<file path="config.mk">
export PLATFORM = sky130hd
export DESIGN_NAME = led_breathing_ramp_controller
export DESIGN_NICKNAME = d
export VERILOG_FILES = /design/src/design/lbr_pkg.sv /design/src/design/lbr_sensor.sv /design/src/design/lbr_ramp_lane.sv /design/src/design/lbr_duty_map.sv /design/src/design/led_breathing_ramp_controller.sv
export SDC_FILE = /design/constraint.sdc
export NUM_CORES = 2
export LEC_CHECK = 0
export BUFFER_PORTS_ARGS = -buffer_cell sky130_fd_sc_hd__buf_2
export CORE_MARGIN = 1
export CORE_UTILIZATION = 60
export CTS_CLUSTER_SIZE = 12
export DETAILED_ROUTE_END_ITERATION = 10
export GPL_TIMING_DRIVEN = 0
export PLACE_DENSITY = 0.75
export SETUP_SLACK_MARGIN = 0.1
export SLEW_MARGIN = 20
export SYNTH_ARGS = -nofsm -noshare
export SYNTH_HDL_FRONTEND = slang
export SYNTH_SLANG_ARGS = --single-unit
export TNS_END_PERCENT = 10
</file>
<file path="constraint.sdc">
create_clock -name clk -period 15.38 [get_ports clk]
set_clock_uncertainty 0.05 [all_clocks]
set_input_delay 3.845 -clock clk [delete_from_list [all_inputs] [get_ports clk]]
set_output_delay 3.845 -clock clk [all_outputs]
set_load 0.05 [all_outputs]
</file>
<file path="src/design/lbr_pkg.sv">
`default_nettype none

package lbr_pkg;

    localparam int NumChannels = 4;

    localparam int LevelWidth = 16;
    localparam int StepWidth  = 10;
    localparam int BoundWidth = 8;
    localparam int DutyWidth  = 8;
    localparam int YWidth     = 16;
    localparam int FiltWidth  = 11;
    localparam int CountWidth = 10;

    localparam int CfgAddrWidth = 1;
    localparam int CfgDataWidth = 10;

    // input item layout
    localparam int TickBit     = 0;
    localparam int AccelOffset = 1;
    localparam int ReadOkBit   = AccelOffset + YWidth;
    localparam int TapBit      = ReadOkBit + 1;
    localparam int StepOffset  = TapBit + 1;
    localparam int BoundOffset = StepOffset + NumChannels * StepWidth;
    localparam int InBits      = BoundOffset + NumChannels * BoundWidth;
    localparam int InWidth     = ((InBits + 7) / 8) * 8;

    // result item layout
    localparam int EnabledBit = NumChannels * DutyWidth;
    localparam int FlipBit    = EnabledBit + 1;
    localparam int OutBits    = FlipBit + 1;
    localparam int OutWidth   = ((OutBits + 7) / 8) * 8;

    localparam logic [LevelWidth-1:0] LevelMax    = 16'hFFFF;
    localparam logic [StepWidth-1:0]  StepReset   = 10'd600;
    localparam logic [BoundWidth-1:0] TopReset    = 8'd225;
    localparam logic [BoundWidth-1:0] BottomReset = 8'd40;

    localparam logic [CountWidth-1:0] PeriodReset    = 10'd10;
    localparam logic [CountWidth-1:0] ThresholdReset = 10'd220;

    localparam logic signed [YWidth-1:0] YHigh = 16'sd511;
    localparam logic signed [YWidth-1:0] YLow  = -16'sd512;

    // x/10 == (x * 205) >> 11 for 0 <= x <= 1028
    localparam logic [FiltWidth-1:0] Div10Mul   = 11'd205;
    localparam int                   Div10Shift = 11;

    typedef enum logic [CfgAddrWidth-1:0] {
        RegSensorPeriod  = 1'b0,
        RegFlipThreshold = 1'b1
    } reg_index_t;

    typedef struct packed {
        logic enabled;
        logic flip;
    } status_t;

endpackage

`default_nettype wire

</file>
<file path="src/design/lbr_sensor.sv">
`default_nettype none

module lbr_sensor (
    input  wire logic                                      clk,
    input  wire logic                                      rst_n,
    input  wire logic                                      upd,
    input  wire logic signed [lbr_pkg::YWidth-1:0]         accel_y,
    input  wire logic                                      read_ok,
    input  wire logic                                      tap,
    input  wire logic        [lbr_pkg::CountWidth-1:0]     sensor_period,
    input  wire logic signed [lbr_pkg::CountWidth-1:0]     flip_threshold,
    output lbr_pkg::status_t                               status_next
);

    logic        [lbr_pkg::CountWidth-1:0]   count_reg, count_next, count_inc;
    logic signed [lbr_pkg::FiltWidth-1:0]    fy_reg, fy_next, fy_eval, y_clamp;
    logic signed [lbr_pkg::FiltWidth:0]      diff;
    logic        [lbr_pkg::FiltWidth-1:0]    mag, quot, adj;
    logic        [2*lbr_pkg::FiltWidth-1:0]  scaled;
    logic signed [lbr_pkg::FiltWidth-1:0]    thr_ext;
    logic                                    eval_due, do_eval, flip_eval;
    lbr_pkg::status_t                        status_reg;

    always_comb
    begin
        if (accel_y > lbr_pkg::YHigh)
            y_clamp = lbr_pkg::YHigh[lbr_pkg::FiltWidth-1:0];
        else if (accel_y < lbr_pkg::YLow)
            y_clamp = lbr_pkg::YLow[lbr_pkg::FiltWidth-1:0];
        else
            y_clamp = accel_y[lbr_pkg::FiltWidth-1:0];
    end

    // trunc((y - fy) / 10), magnitude via reciprocal multiply
    assign diff    = $signed({y_clamp[lbr_pkg::FiltWidth-1], y_clamp})
                   - $signed({fy_reg[lbr_pkg::FiltWidth-1], fy_reg});
    assign mag     = diff[lbr_pkg::FiltWidth] ? lbr_pkg::FiltWidth'(-diff)
                                              : diff[lbr_pkg::FiltWidth-1:0];
    assign scaled  = (2*lbr_pkg::FiltWidth)'(mag) * (2*lbr_pkg::FiltWidth)'(lbr_pkg::Div10Mul);
    assign quot    = scaled[lbr_pkg::Div10Shift +: lbr_pkg::FiltWidth];
    assign adj     = diff[lbr_pkg::FiltWidth] ? (~quot + 11'd1) : quot;
    assign fy_eval = fy_reg + $signed(adj);

    assign thr_ext   = $signed({flip_threshold[lbr_pkg::CountWidth-1], flip_threshold});
    assign flip_eval = fy_eval > thr_ext;

    assign count_inc = count_reg + 10'd1;
    assign eval_due  = upd && (count_inc >= sensor_period);
    assign do_eval   = eval_due && read_ok;

    always_comb
    begin
        if (!upd)
            count_next = count_reg;
        else if (eval_due)
            count_next = '0;
        else
            count_next = count_inc;

        fy_next             = do_eval ? fy_eval : fy_reg;
        status_next.flip    = do_eval ? flip_eval : status_reg.flip;
        status_next.enabled = (do_eval && flip_eval && tap) ? !status_reg.enabled
                                                            : status_reg.enabled;
    end

    always_ff @(posedge clk or negedge rst_n)
    begin
        if (!rst_n)
        begin
            count_reg          <= '0;
            fy_reg             <= '0;
            status_reg.enabled <= 1'b1;
            status_reg.flip    <= 1'b0;
        end
        else
        begin
            count_reg  <= count_next;
            fy_reg     <= fy_next;
            status_reg <= status_next;
        end
    end

endmodule

`default_nettype wire

</file>
<file path="src/design/lbr_ramp_lane.sv">
`default_nettype none

module lbr_ramp_lane (
    input  wire logic                              clk,
    input  wire logic                              rst_n,
    input  wire logic                              go,
    input  wire logic [lbr_pkg::StepWidth-1:0]     step_draw,
    input  wire logic [lbr_pkg::BoundWidth-1:0]    bound_draw,
    output logic      [lbr_pkg::LevelWidth-1:0]    level_next,
    output logic      [lbr_pkg::BoundWidth-1:0]    top_next,
    output logic      [lbr_pkg::BoundWidth-1:0]    bottom_next
);

    logic [lbr_pkg::LevelWidth-1:0] level_reg;
    logic                           rising_reg, rising_next;
    logic [lbr_pkg::StepWidth-1:0]  step_reg, step_next;
    logic [lbr_pkg::BoundWidth-1:0] top_reg, bottom_reg;
    logic [lbr_pkg::LevelWidth:0]   sum;

    assign sum = {1'b0, level_reg} + (lbr_pkg::LevelWidth+1)'(step_reg);

    always_comb
    begin
        level_next  = level_reg;
        rising_next = rising_reg;
        step_next   = step_reg;
        top_next    = top_reg;
        bottom_next = bottom_reg;
        if (go)
        begin
            if (rising_reg)
            begin
                if (sum[lbr_pkg::LevelWidth])
                begin
                    level_next  = lbr_pkg::LevelMax;
                    rising_next = 1'b0;
                    step_next   = step_draw;
                    bottom_next = bound_draw;
                end
                else
                    level_next = sum[lbr_pkg::LevelWidth-1:0];
            end
            else
            begin
                if (level_reg < lbr_pkg::LevelWidth'(step_reg))
                begin
                    level_next  = '0;
                    rising_next = 1'b1;
                    step_next   = step_draw;
                    top_next    = bound_draw;
                end
                else
                    level_next = level_reg - lbr_pkg::LevelWidth'(step_reg);
            end
        end
    end

    always_ff @(posedge clk or negedge rst_n)
    begin
        if (!rst_n)
        begin
            level_reg  <= '0;
            rising_reg <= 1'b1;
            step_reg   <= lbr_pkg::StepReset;
            top_reg    <= lbr_pkg::TopReset;
            bottom_reg <= lbr_pkg::BottomReset;
        end
        else
        begin
            level_reg  <= level_next;
            rising_reg <= rising_next;
            step_reg   <= step_next;
            top_reg    <= top_next;
            bottom_reg <= bottom_next;
        end
    end

endmodule

`default_nettype wire

</file>
<file path="src/design/lbr_duty_map.sv">
`default_nettype none

// duty = bottom + trunc(level * (top - bottom) / 65535), three stages
module lbr_duty_map (
    input  wire logic                              clk,
    input  wire logic                              load1,
    input  wire logic                              load2,
    input  wire logic                              load3,
    input  wire logic [lbr_pkg::LevelWidth-1:0]    level,
    input  wire logic [lbr_pkg::BoundWidth-1:0]    top,
    input  wire logic [lbr_pkg::BoundWidth-1:0]    bottom,
    output logic      [lbr_pkg::DutyWidth-1:0]     duty
);

    localparam int ProdWidth = lbr_pkg::LevelWidth + lbr_pkg::BoundWidth + 2;
    localparam int MagWidth  = lbr_pkg::LevelWidth + lbr_pkg::BoundWidth;

    logic        [lbr_pkg::LevelWidth-1:0]  level1_reg;
    logic        [lbr_pkg::BoundWidth-1:0]  top1_reg, bottom1_reg, bottom2_reg;
    logic signed [lbr_pkg::BoundWidth:0]    span;
    logic signed [ProdWidth-1:0]            prod, prod2_reg;
    logic        [MagWidth-1:0]             mag;
    logic        [lbr_pkg::BoundWidth-1:0]  q0, quot, offs;
    logic        [lbr_pkg::LevelWidth:0]    rem;
    logic        [lbr_pkg::DutyWidth-1:0]   duty_reg, duty_next;
    logic                                   neg;

    assign span = $signed({1'b0, top1_reg}) - $signed({1'b0, bottom1_reg});
    assign prod = $signed({1'b0, level1_reg}) * span;

    // divide by 65535: q0 = n >> 16, remainder n - q0*65535 < 2*65535
    assign neg  = prod2_reg[ProdWidth-1];
    assign mag  = neg ? MagWidth'(-prod2_reg) : prod2_reg[MagWidth-1:0];
    assign q0   = mag[MagWidth-1:lbr_pkg::LevelWidth];
    assign rem  = (lbr_pkg::LevelWidth+1)'(mag[lbr_pkg::LevelWidth-1:0])
                + (lbr_pkg::LevelWidth+1)'(q0);
    assign quot = q0 + lbr_pkg::BoundWidth'(rem >= {1'b0, lbr_pkg::LevelMax});
    assign offs = neg ? (~quot + 8'd1) : quot;
    assign duty_next = bottom2_reg + offs;

    always_ff @(posedge clk)
    begin
        if (load1)
        begin
            level1_reg  <= level;
            top1_reg    <= top;
            bottom1_reg <= bottom;
        end
        if (load2)
        begin
            prod2_reg   <= prod;
            bottom2_reg <= bottom1_reg;
        end
        if (load3)
            duty_reg <= duty_next;
    end

    assign duty = duty_reg;

endmodule

`default_nettype wire

</file>
<file path="src/design/led_breathing_ramp_controller.sv">
// LED breathing ramp controller.
// Input stream (s_*): one item per timer period or idle cycle; tick=0 items only
// report the current state. Each item carries the accelerometer y reading, the
// read status, the tap flag and one random step and bound draw per channel.
// Every item yields exactly one result item on the output stream (m_*): one
// PWM duty per channel plus the LED mode and the turnover flag.
// Configuration: cfg_we writes cfg_data into register cfg_addr (0: sensor
// period, 1: turnover threshold) at the clock edge; write only while idle.
// Throughput: one item per cycle while the output is not stalled. All state (tick
// counter, filter, mode, ramp lanes) updates in the accept cycle; the duty mapping
// follows in a three register pipeline (snapshot, multiply, divide by 65535 into
// the output register), so a result is valid once its item has passed all three.
// When m_tready is low the pipeline holds; s_tready drops only once all three
// stages are full, so up to three results can be in flight.
// Reset (rst_n low, asynchronous): levels 0 and rising, step 600, top 225,
// bottom 40, filter 0, LEDs on, no turnover, sensor period 10, threshold 220;
// the pipeline is emptied.
`default_nettype none

module led_breathing_ramp_controller (
    input  wire logic                                  clk,
    input  wire logic                                  rst_n,
    input  wire logic                                  s_tvalid,
    output logic                                       s_tready,
    // tick, accel_y[15:0], read_ok, tap, step_draw_0..3[9:0], bound_draw_0..3[7:0]
    input  wire logic [lbr_pkg::InWidth-1:0]           s_tdata,
    output logic                                       m_tvalid,
    input  wire logic                                  m_tready,
    // duty_0..3[7:0], leds_enabled, turned_over
    output logic      [lbr_pkg::OutWidth-1:0]          m_tdata,
    input  wire logic                                  cfg_we,
    input  wire logic [lbr_pkg::CfgAddrWidth-1:0]      cfg_addr,
    input  wire logic [lbr_pkg::CfgDataWidth-1:0]      cfg_data
);

    logic [lbr_pkg::CountWidth-1:0] period_reg, period_next;
    logic [lbr_pkg::CountWidth-1:0] threshold_reg, threshold_next;

    logic             accept, upd, go;
    logic             load1, load2, load3;
    logic             v1_reg, v2_reg, v3_reg;
    lbr_pkg::status_t status_next, st1_reg, st2_reg, st3_reg;

    logic [lbr_pkg::DutyWidth-1:0] duty [lbr_pkg::NumChannels];

    always_comb
    begin
        period_next    = period_reg;
        threshold_next = threshold_reg;
        if (cfg_we)
        begin
            unique case (lbr_pkg::reg_index_t'(cfg_addr))
                lbr_pkg::RegSensorPeriod:  period_next    = cfg_data;
                lbr_pkg::RegFlipThreshold: threshold_next = cfg_data;
                default: ;
            endcase
        end
    end

    assign load3    = !v3_reg || m_tready;
    assign load2    = !v2_reg || load3;
    assign load1    = !v1_reg || load2;
    assign s_tready = load1;
    assign accept   = s_tvalid && load1;
    assign upd      = accept && s_tdata[lbr_pkg::TickBit];
    assign go       = upd && status_next.enabled;

    lbr_sensor u_sensor (
        .clk            (clk),
        .rst_n          (rst_n),
        .upd            (upd),
        .accel_y        ($signed(s_tdata[lbr_pkg::AccelOffset +: lbr_pkg::YWidth])),
        .read_ok        (s_tdata[lbr_pkg::ReadOkBit]),
        .tap            (s_tdata[lbr_pkg::TapBit]),
        .sensor_period  (period_reg),
        .flip_threshold ($signed(threshold_reg)),
        .status_next    (status_next)
    );

    for (genvar g = 0; g < lbr_pkg::NumChannels; g++)
    begin : g_lane
        logic [lbr_pkg::LevelWidth-1:0] level_next;
        logic [lbr_pkg::BoundWidth-1:0] top_next, bottom_next;

        lbr_ramp_lane u_ramp (
            .clk         (clk),
            .rst_n       (rst_n),
            .go          (go),
            .step_draw   (s_tdata[lbr_pkg::StepOffset + g*lbr_pkg::StepWidth
                                  +: lbr_pkg::StepWidth]),
            .bound_draw  (s_tdata[lbr_pkg::BoundOffset + g*lbr_pkg::BoundWidth
                                  +: lbr_pkg::BoundWidth]),
            .level_next  (level_next),
            .top_next    (top_next),
            .bottom_next (bottom_next)
        );

        lbr_duty_map u_map (
            .clk    (clk),
            .load1  (load1),
            .load2  (load2),
            .load3  (load3),
            .level  (level_next),
            .top    (top_next),
            .bottom (bottom_next),
            .duty   (duty[g])
        );
    end

    always_ff @(posedge clk or negedge rst_n)
    begin
        if (!rst_n)
        begin
            period_reg    <= lbr_pkg::PeriodReset;
            threshold_reg <= lbr_pkg::ThresholdReset;
            v1_reg        <= 1'b0;
            v2_reg        <= 1'b0;
            v3_reg        <= 1'b0;
        end
        else
        begin
            period_reg    <= period_next;
            threshold_reg <= threshold_next;
            if (load1)
                v1_reg <= accept;
            if (load2)
                v2_reg <= v1_reg;
            if (load3)
                v3_reg <= v2_reg;
        end
    end

    always_ff @(posedge clk)
    begin
        if (load1)
            st1_reg <= status_next;
        if (load2)
            st2_reg <= st1_reg;
        if (load3)
            st3_reg <= st2_reg;
    end

    // merge lane results into the output item
    always_comb
    begin
        m_tdata = '0;
        for (int i = 0; i < lbr_pkg::NumChannels; i++)
            m_tdata[i*lbr_pkg::DutyWidth +: lbr_pkg::DutyWidth] = duty[i];
        m_tdata[lbr_pkg::EnabledBit] = st3_reg.enabled;
        m_tdata[lbr_pkg::FlipBit]    = st3_reg.flip;
    end

    assign m_tvalid = v3_reg;

endmodule

`default_nettype wire
</file>
### Yosys cells after proc, flatten, opt, wreduce, memory -nomap -nowiden

Cells that the tools add are included.

* register bits after elaboration: 520
* output and inout port bits: 42
* logic and storage cells: 226

* add/subtract/negate cells: 37
* multiply operators: 5
* magnitude comparators: 12
* eq/ne operators: 4
* muxes and demuxes: 79
* bitwise operators: 6
* reductions and logical operators: 24

Operators with widths (number)
* 16-bit two-way mux: 16
* 8-bit two-way mux: 28
* 10-bit two-way mux: 13
* 17-bit by 9-bit multiplier with 26-bit output: 4
* 24-bit two-way mux: 4
* 24-bit negator: 4
* 16-bit by 10-bit adder with 17-bit output: 4
* 16-bit by 8-bit adder with 17-bit output: 4
* 17-bit by 16-bit >= comparator with 1-bit output, second input constant: 4
* 16-bit by 10-bit < comparator with 1-bit output: 4
* 16-bit by 10-bit subtractor with 16-bit output: 4
* 11-bit two-way mux: 4
* 8-bit by 8-bit subtractor with 9-bit output: 4
* 8-bit by 1-bit adder with 8-bit output: 4
* 8-bit by 1-bit adder with 8-bit output, second input constant: 4
* 8-bit adder: 4
* 8-bit NOT: 4
* 11-bit by 8-bit multiplier with 19-bit output, second input constant: 1
* 16-bit by 10-bit > comparator with 1-bit output, second input constant: 1
* 16-bit by 10-bit < comparator with 1-bit output, second input constant: 1
* 1-bit two-way mux: 14
* 3-bit AND reduction: 4
* 11-bit by 11-bit subtractor with 12-bit output: 1
* 11-bit by 1-bit adder with 11-bit output, second input constant: 1
* 13 further kinds: 31

### Depth between registers and ports, before layout

* word-level depth: 17
* mapped depth: 55
* mapped depth without buffers: 53

### By module

A second synthesis with hierarchy kept.

* cell total of the unflattened synthesis: 5473
* area, all modules: 54452.2 um^2

By module, submodules not included
* lbr_ramp_lane (g_lane[1].u_ramp ...): times used 3, cells an instance 330, area each 3175.5 um^2
* lbr_duty_map (g_lane[1].u_map): times used 1, cells an instance 893, area each 8966.1 um^2
* lbr_duty_map (g_lane[3].u_map): times used 1, cells an instance 869, area each 8939.8 um^2
* lbr_duty_map (g_lane[2].u_map): times used 1, cells an instance 884, area each 8918.6 um^2
* lbr_duty_map (g_lane[0].u_map): times used 1, cells an instance 858, area each 8775.9 um^2
* lbr_sensor: times used 1, cells an instance 605, area each 4996.0 um^2
* lbr_ramp_lane (g_lane[0].u_ramp): times used 1, cells an instance 307, area each 3173.0 um^2
* led_breathing_ramp_controller: times used 1, cells an instance 67, area each 1156.1 um^2

### Least setup slack after synthesis

Ideal clock, no wire load.

* path type: input -> register
* start point: in s_tdata[15] (netlist name)
* end point: reg g_lane[1].u_ramp.step_reg[0] (netlist name)
* setup time: 128 ps
* arrival time: 15064 ps
* required time: 15202 ps
* path slack: 139 ps
* stages: 52
* path buffers: 1
* cell sequence: nand4_1 -> o21ai_1 -> o21ai_0 -> ha_1 -> fa_1 -> nor2b_1 -> o21ai_0 -> a21boi_0 -> nor2_1 -> or3_1 -> a21oi_1 -> nand3b_1 -> o31ai_1 -> mux2_2 -> a21oi_1 -> xor2_1 -> fa_1 -> inv_1 -> [16 not listed] -> o21ai_0 -> nand2b_1 -> a21o_1 -> or4_1 -> nand4_1 -> xor2_1 -> ha_1 -> nor3_1 -> a31oi_1 -> a21oi_1 -> a311oi_1 -> o2111ai_1 -> xnor2_1 -> nand2_1 -> nor3_1 -> or2_1 -> buf_2 -> mux2_1

RTL lines
* start, declared: RTL line led_breathing_ramp_controller.sv:26 `input wire logic [lbr_pkg::InWidth-1:0] s_tdata,`
* end signal, assigned: RTL line lbr_ramp_lane.sv:64 `step_reg <= lbr_pkg::StepReset;`
* end signal, assigned: RTL line lbr_ramp_lane.sv:72 `step_reg <= step_next;`
* end, declared: RTL line lbr_ramp_lane.sv:16 `logic [lbr_pkg::StepWidth-1:0] step_reg, step_next;`

==> results.py <==
metrics = {
    "floorplanning": {
        "coreArea_mm2": 0.0834,
        "die-area_mm2": 0.0853,
        "die_x_um": 292,
        "row_count": 106,
        "initial_utilization": 0.605,
        "ioPinCount": 154,
        "die_h_um": 292,
    },
    "run": {
        "maxCapViolations": 0,
    },
    "grt": {
        "grt_pass1_vias": 38163,
        "grt_pass1_wl_um": 192000,
        "grt_max_degree": 92,
        "antenna_found_initial": 4,
        "grt_usage": 0.278,
        "grt-ovfl-total": 0,
    },
    "synthesis": {
        "synth-edff-count": 298,
        "netlist_area_mm2": 0.0505,
        "synth_compound_area_frac": 0.123,
        "synth_cell_types": 99,
        "yosys_register_bits": 516,
        "synth_fa_ha_area_frac": 0.311,
        "yosys.area.top_type": "edfxtp_1",
        "async_flop_share": 0.422,
        "synth_mux_area_frac": 0.0232,
        "yosysTopAreaCellShare": 0.177,
        "synthTopCellsByArea": "edfxtp_1 (18%), fa_1 (17%), ha_1 (14%)",
        "ys_seq_area_frac": 0.286,
        "synth_top_family_by_area": "adder cells",
        "synth_simple_gate_area_frac": 0.135,
        "yosysMostFrequentCell": "inv_1",
        "syn_inst": 5112,
        "ys.flop_type": "edfxtp_1",
        "avgSynthCellArea_um2": 9.88,
        "synth_top_cells_by_count": "inv_1 (694), ha_1 (560), nand2_1 (454), fa_1 (435), edfxtp_1 (298)",
        "yosysWarnings": 0,
        "synth_xor_area_frac": 0.0565,
    },
    "layout": {
        "design_area_mm2": 0.0557,
        "fin_nets": 6464,
        "drive_above_1_share": 0.108,
        "area_growth_pct": 10.4,
        "fill_cells": 6494,
        "final-seq-area_mm2": 0.0145,
        "multi_input_area_mm2": 0.0333,
        "largest_reg_flops": 100,
    },
    "sta": {
        "drv_slew": 0,
        "worst_hold_slack_ps": 372,
        "worst_slew_pin_slew_ps": 1060,
        "fmax_mhz": 67.3,
        "setup_viol": 0,
        "fin_ws_ps": 517,
        "fin_crit_sh": 0.966,
        "period_minus_slack_ps": 14860,
        "hold_viol_final": 0,
        "maxSlewHeadroom": 0.287,
    },
    "clock_network": {
        "cts-root-buf": "clkbuf_16",
        "clkTransAtPathRegs_ps": 60,
        "hold_buffers": 0,
        "cts_tree": "done",
        "cts.htree.levels": 2,
        "clk_latency_ps": 650,
        "clkSinkCount": 516,
        "numCtsBuffers": 60,
        "cts_buffer_depth": 3,
    },
    "critical_path": {
        "r2r_cells": 51,
        "worstPathRequired_ps": 15700,
        "rr_endpoint": "g_lane[0].u_map.top1_reg[7]$_DFFE_PN_",
        "cp_data_arrival_time_ps": 15190,
        "cpPeakStageDelay_ps": 490,
        "reg2reg_slack_ps": 3930,
        "path_buf_inv": 9,
        "worstReg2RegStart": "u_sensor.fy_reg[0]$_DFFE_PN0P_",
        "crit_fanout": 7,
        "slowest_stage": "fa_1",
        "start_kind": "input pin",
        "cpLargestDelayFamily": "compound AO/OA/AOI/OAI gates",
        "crit_type": "input pin to flop",
        "worst_path_most_repeated_cell": "a21o_1",
        "cp-end-kind": "flop",
    },
    "routing": {
        "via_per_inst": 5.78,
        "vias": 37535,
        "detail_route.wl_per_cell_um": 18.0,
        "first_pass_iters": 6,
        "wirelength_um": 117000,
        "antenna_left": 0,
        "drtIter0Drc": 2434,
        "drc_errors": 0,
    },
    "min_path": {
        "holdPathEnd": "m_tdata[32]$_DFFE_PP_",
        "hold_depth": 0,
        "worstHoldStart": "st2_reg[1]$_DFFE_PP_",
        "hold_path_class": "flop to flop",
    },
    "place": {
        "post_dp_cell_area_mm2": 0.0528,
        "io_buffers": 142,
        "dp_hpwl_um": 90200,
        "place_ws_ps": -2880,
        "gp_congestion": 0.912,
    },
    "status": {
        "outcome": "finished, final reports clean",
    },
}
-- routing by layer --
metal,global-route usage,vias to the layer above,part of all wire
met5,0,-,0.00035
met1,0.366,18536,0.43
li1,-,17738,-
met4,0.0915,6,0.032
met3,0.0448,215,0.058
met2,0.467,1040,0.48
-- worst max path at each step --
| stage | start | cells after the start | endpoint | slack [ps] |
|---|---|---|---|---|
| floorplan | s_tdata[15] | 52 | g_lane[1].u_ramp.step_reg[0]$_DFFE_PN0P_ | 140 |
| global placement | s_tdata[15] | 53 | g_lane[3].u_map.level1_reg[4]$_DFFE_PN_ | -2650 |
| detailed placement | s_tdata[12] | 53 | g_lane[3].u_map.level1_reg[4]$_DFFE_PN_ | -2880 |
| CTS | s_tdata[12] | 54 | g_lane[0].u_map.top1_reg[6]$_DFFE_PN_ | 40 |
| global route | s_tdata[12] | 56 | g_lane[0].u_map.top1_reg[3]$_DFFE_PN_ | -50 |
| finish | s_tdata[15] | 55 | g_lane[0].u_map.top1_reg[7]$_DFFE_PN_ | 520 |
-- layout make-up --
class                   instances  share of cell area
plain buffers                 153              0.0136
flip-flops and latches        516               0.260
multi-input cells            3751               0.598
diodes                          1           0.0000449
well taps                    1080              0.0242
inverters                     695              0.0468
clock inverters                27             0.00489
repair buffers                180              0.0214
clock buffers                  87              0.0315
-- through the flow --
step	TNS [ps]	util	cells
6_report	0	0.668	6490
5_1_grt	-1140	0.668	6489
4_1_cts	0	0.661	6468
3_5_place_dp	-620580	0.633	6347
3_3_place_gp	-571190	0.630	6339
2_1_floorplan	0	-	5117
-- cell families (layout without fill, tap and decap cells) --
kind of cell | count (synthesis) | count (layout)
fa+ha+maj | 996 | 996
flops | 516 | 516
simple gates | 1345 | 1345
buf+inv | 850 | 1142
xor+xnor | 325 | 325
compound gates | 974 | 974
mux | 105 | 105
other cells | 1 | 7
-- layout by cell type (no fill, tap or decap), types with 12 or more instances in the layout --
cell type  count
o211ai_1      15
o21ai_1       22
and2_1       223
or4_1         12
and3_1        24
nor3_1        62
fa_1         434
nand4_1       22
buf_2        143
inv_1        693
o41ai_1       12
nand2_1      451
buf_1         14
clkbuf_16     64
buf_4         39
edfxtp_1     298
o21bai_1      63
nor2b_1       49
o31ai_1       40
o221ai_1      17
mux2_2        93
or3_1         18
o21ai_0      239
a21o_1        95
clkbuf_1     118
nand2b_1     156
o21a_1        36
nor4_1        17
xnor2_1      229
dfrtp_1      166
a21oi_1      238
nor2_1       172
a31oi_1       35
or2_2         16
xor2_1        81
nand3_1       55
ha_1         552
dfstp_2       52
-- what timing repair did --
item / CTS / global route
pin swaps: 7 / 28
endpoints found under the hold margin: 0 / 0
buffers inserted: 8 / 21
setup endpoints to repair: 300 / 300
gates resized for setup: 74 / 115
cloned: 0 / 1
Power is left out: the tool's default activity adds up to more than one toggle a clock period on the data nets, which glitch-free logic cannot reach.
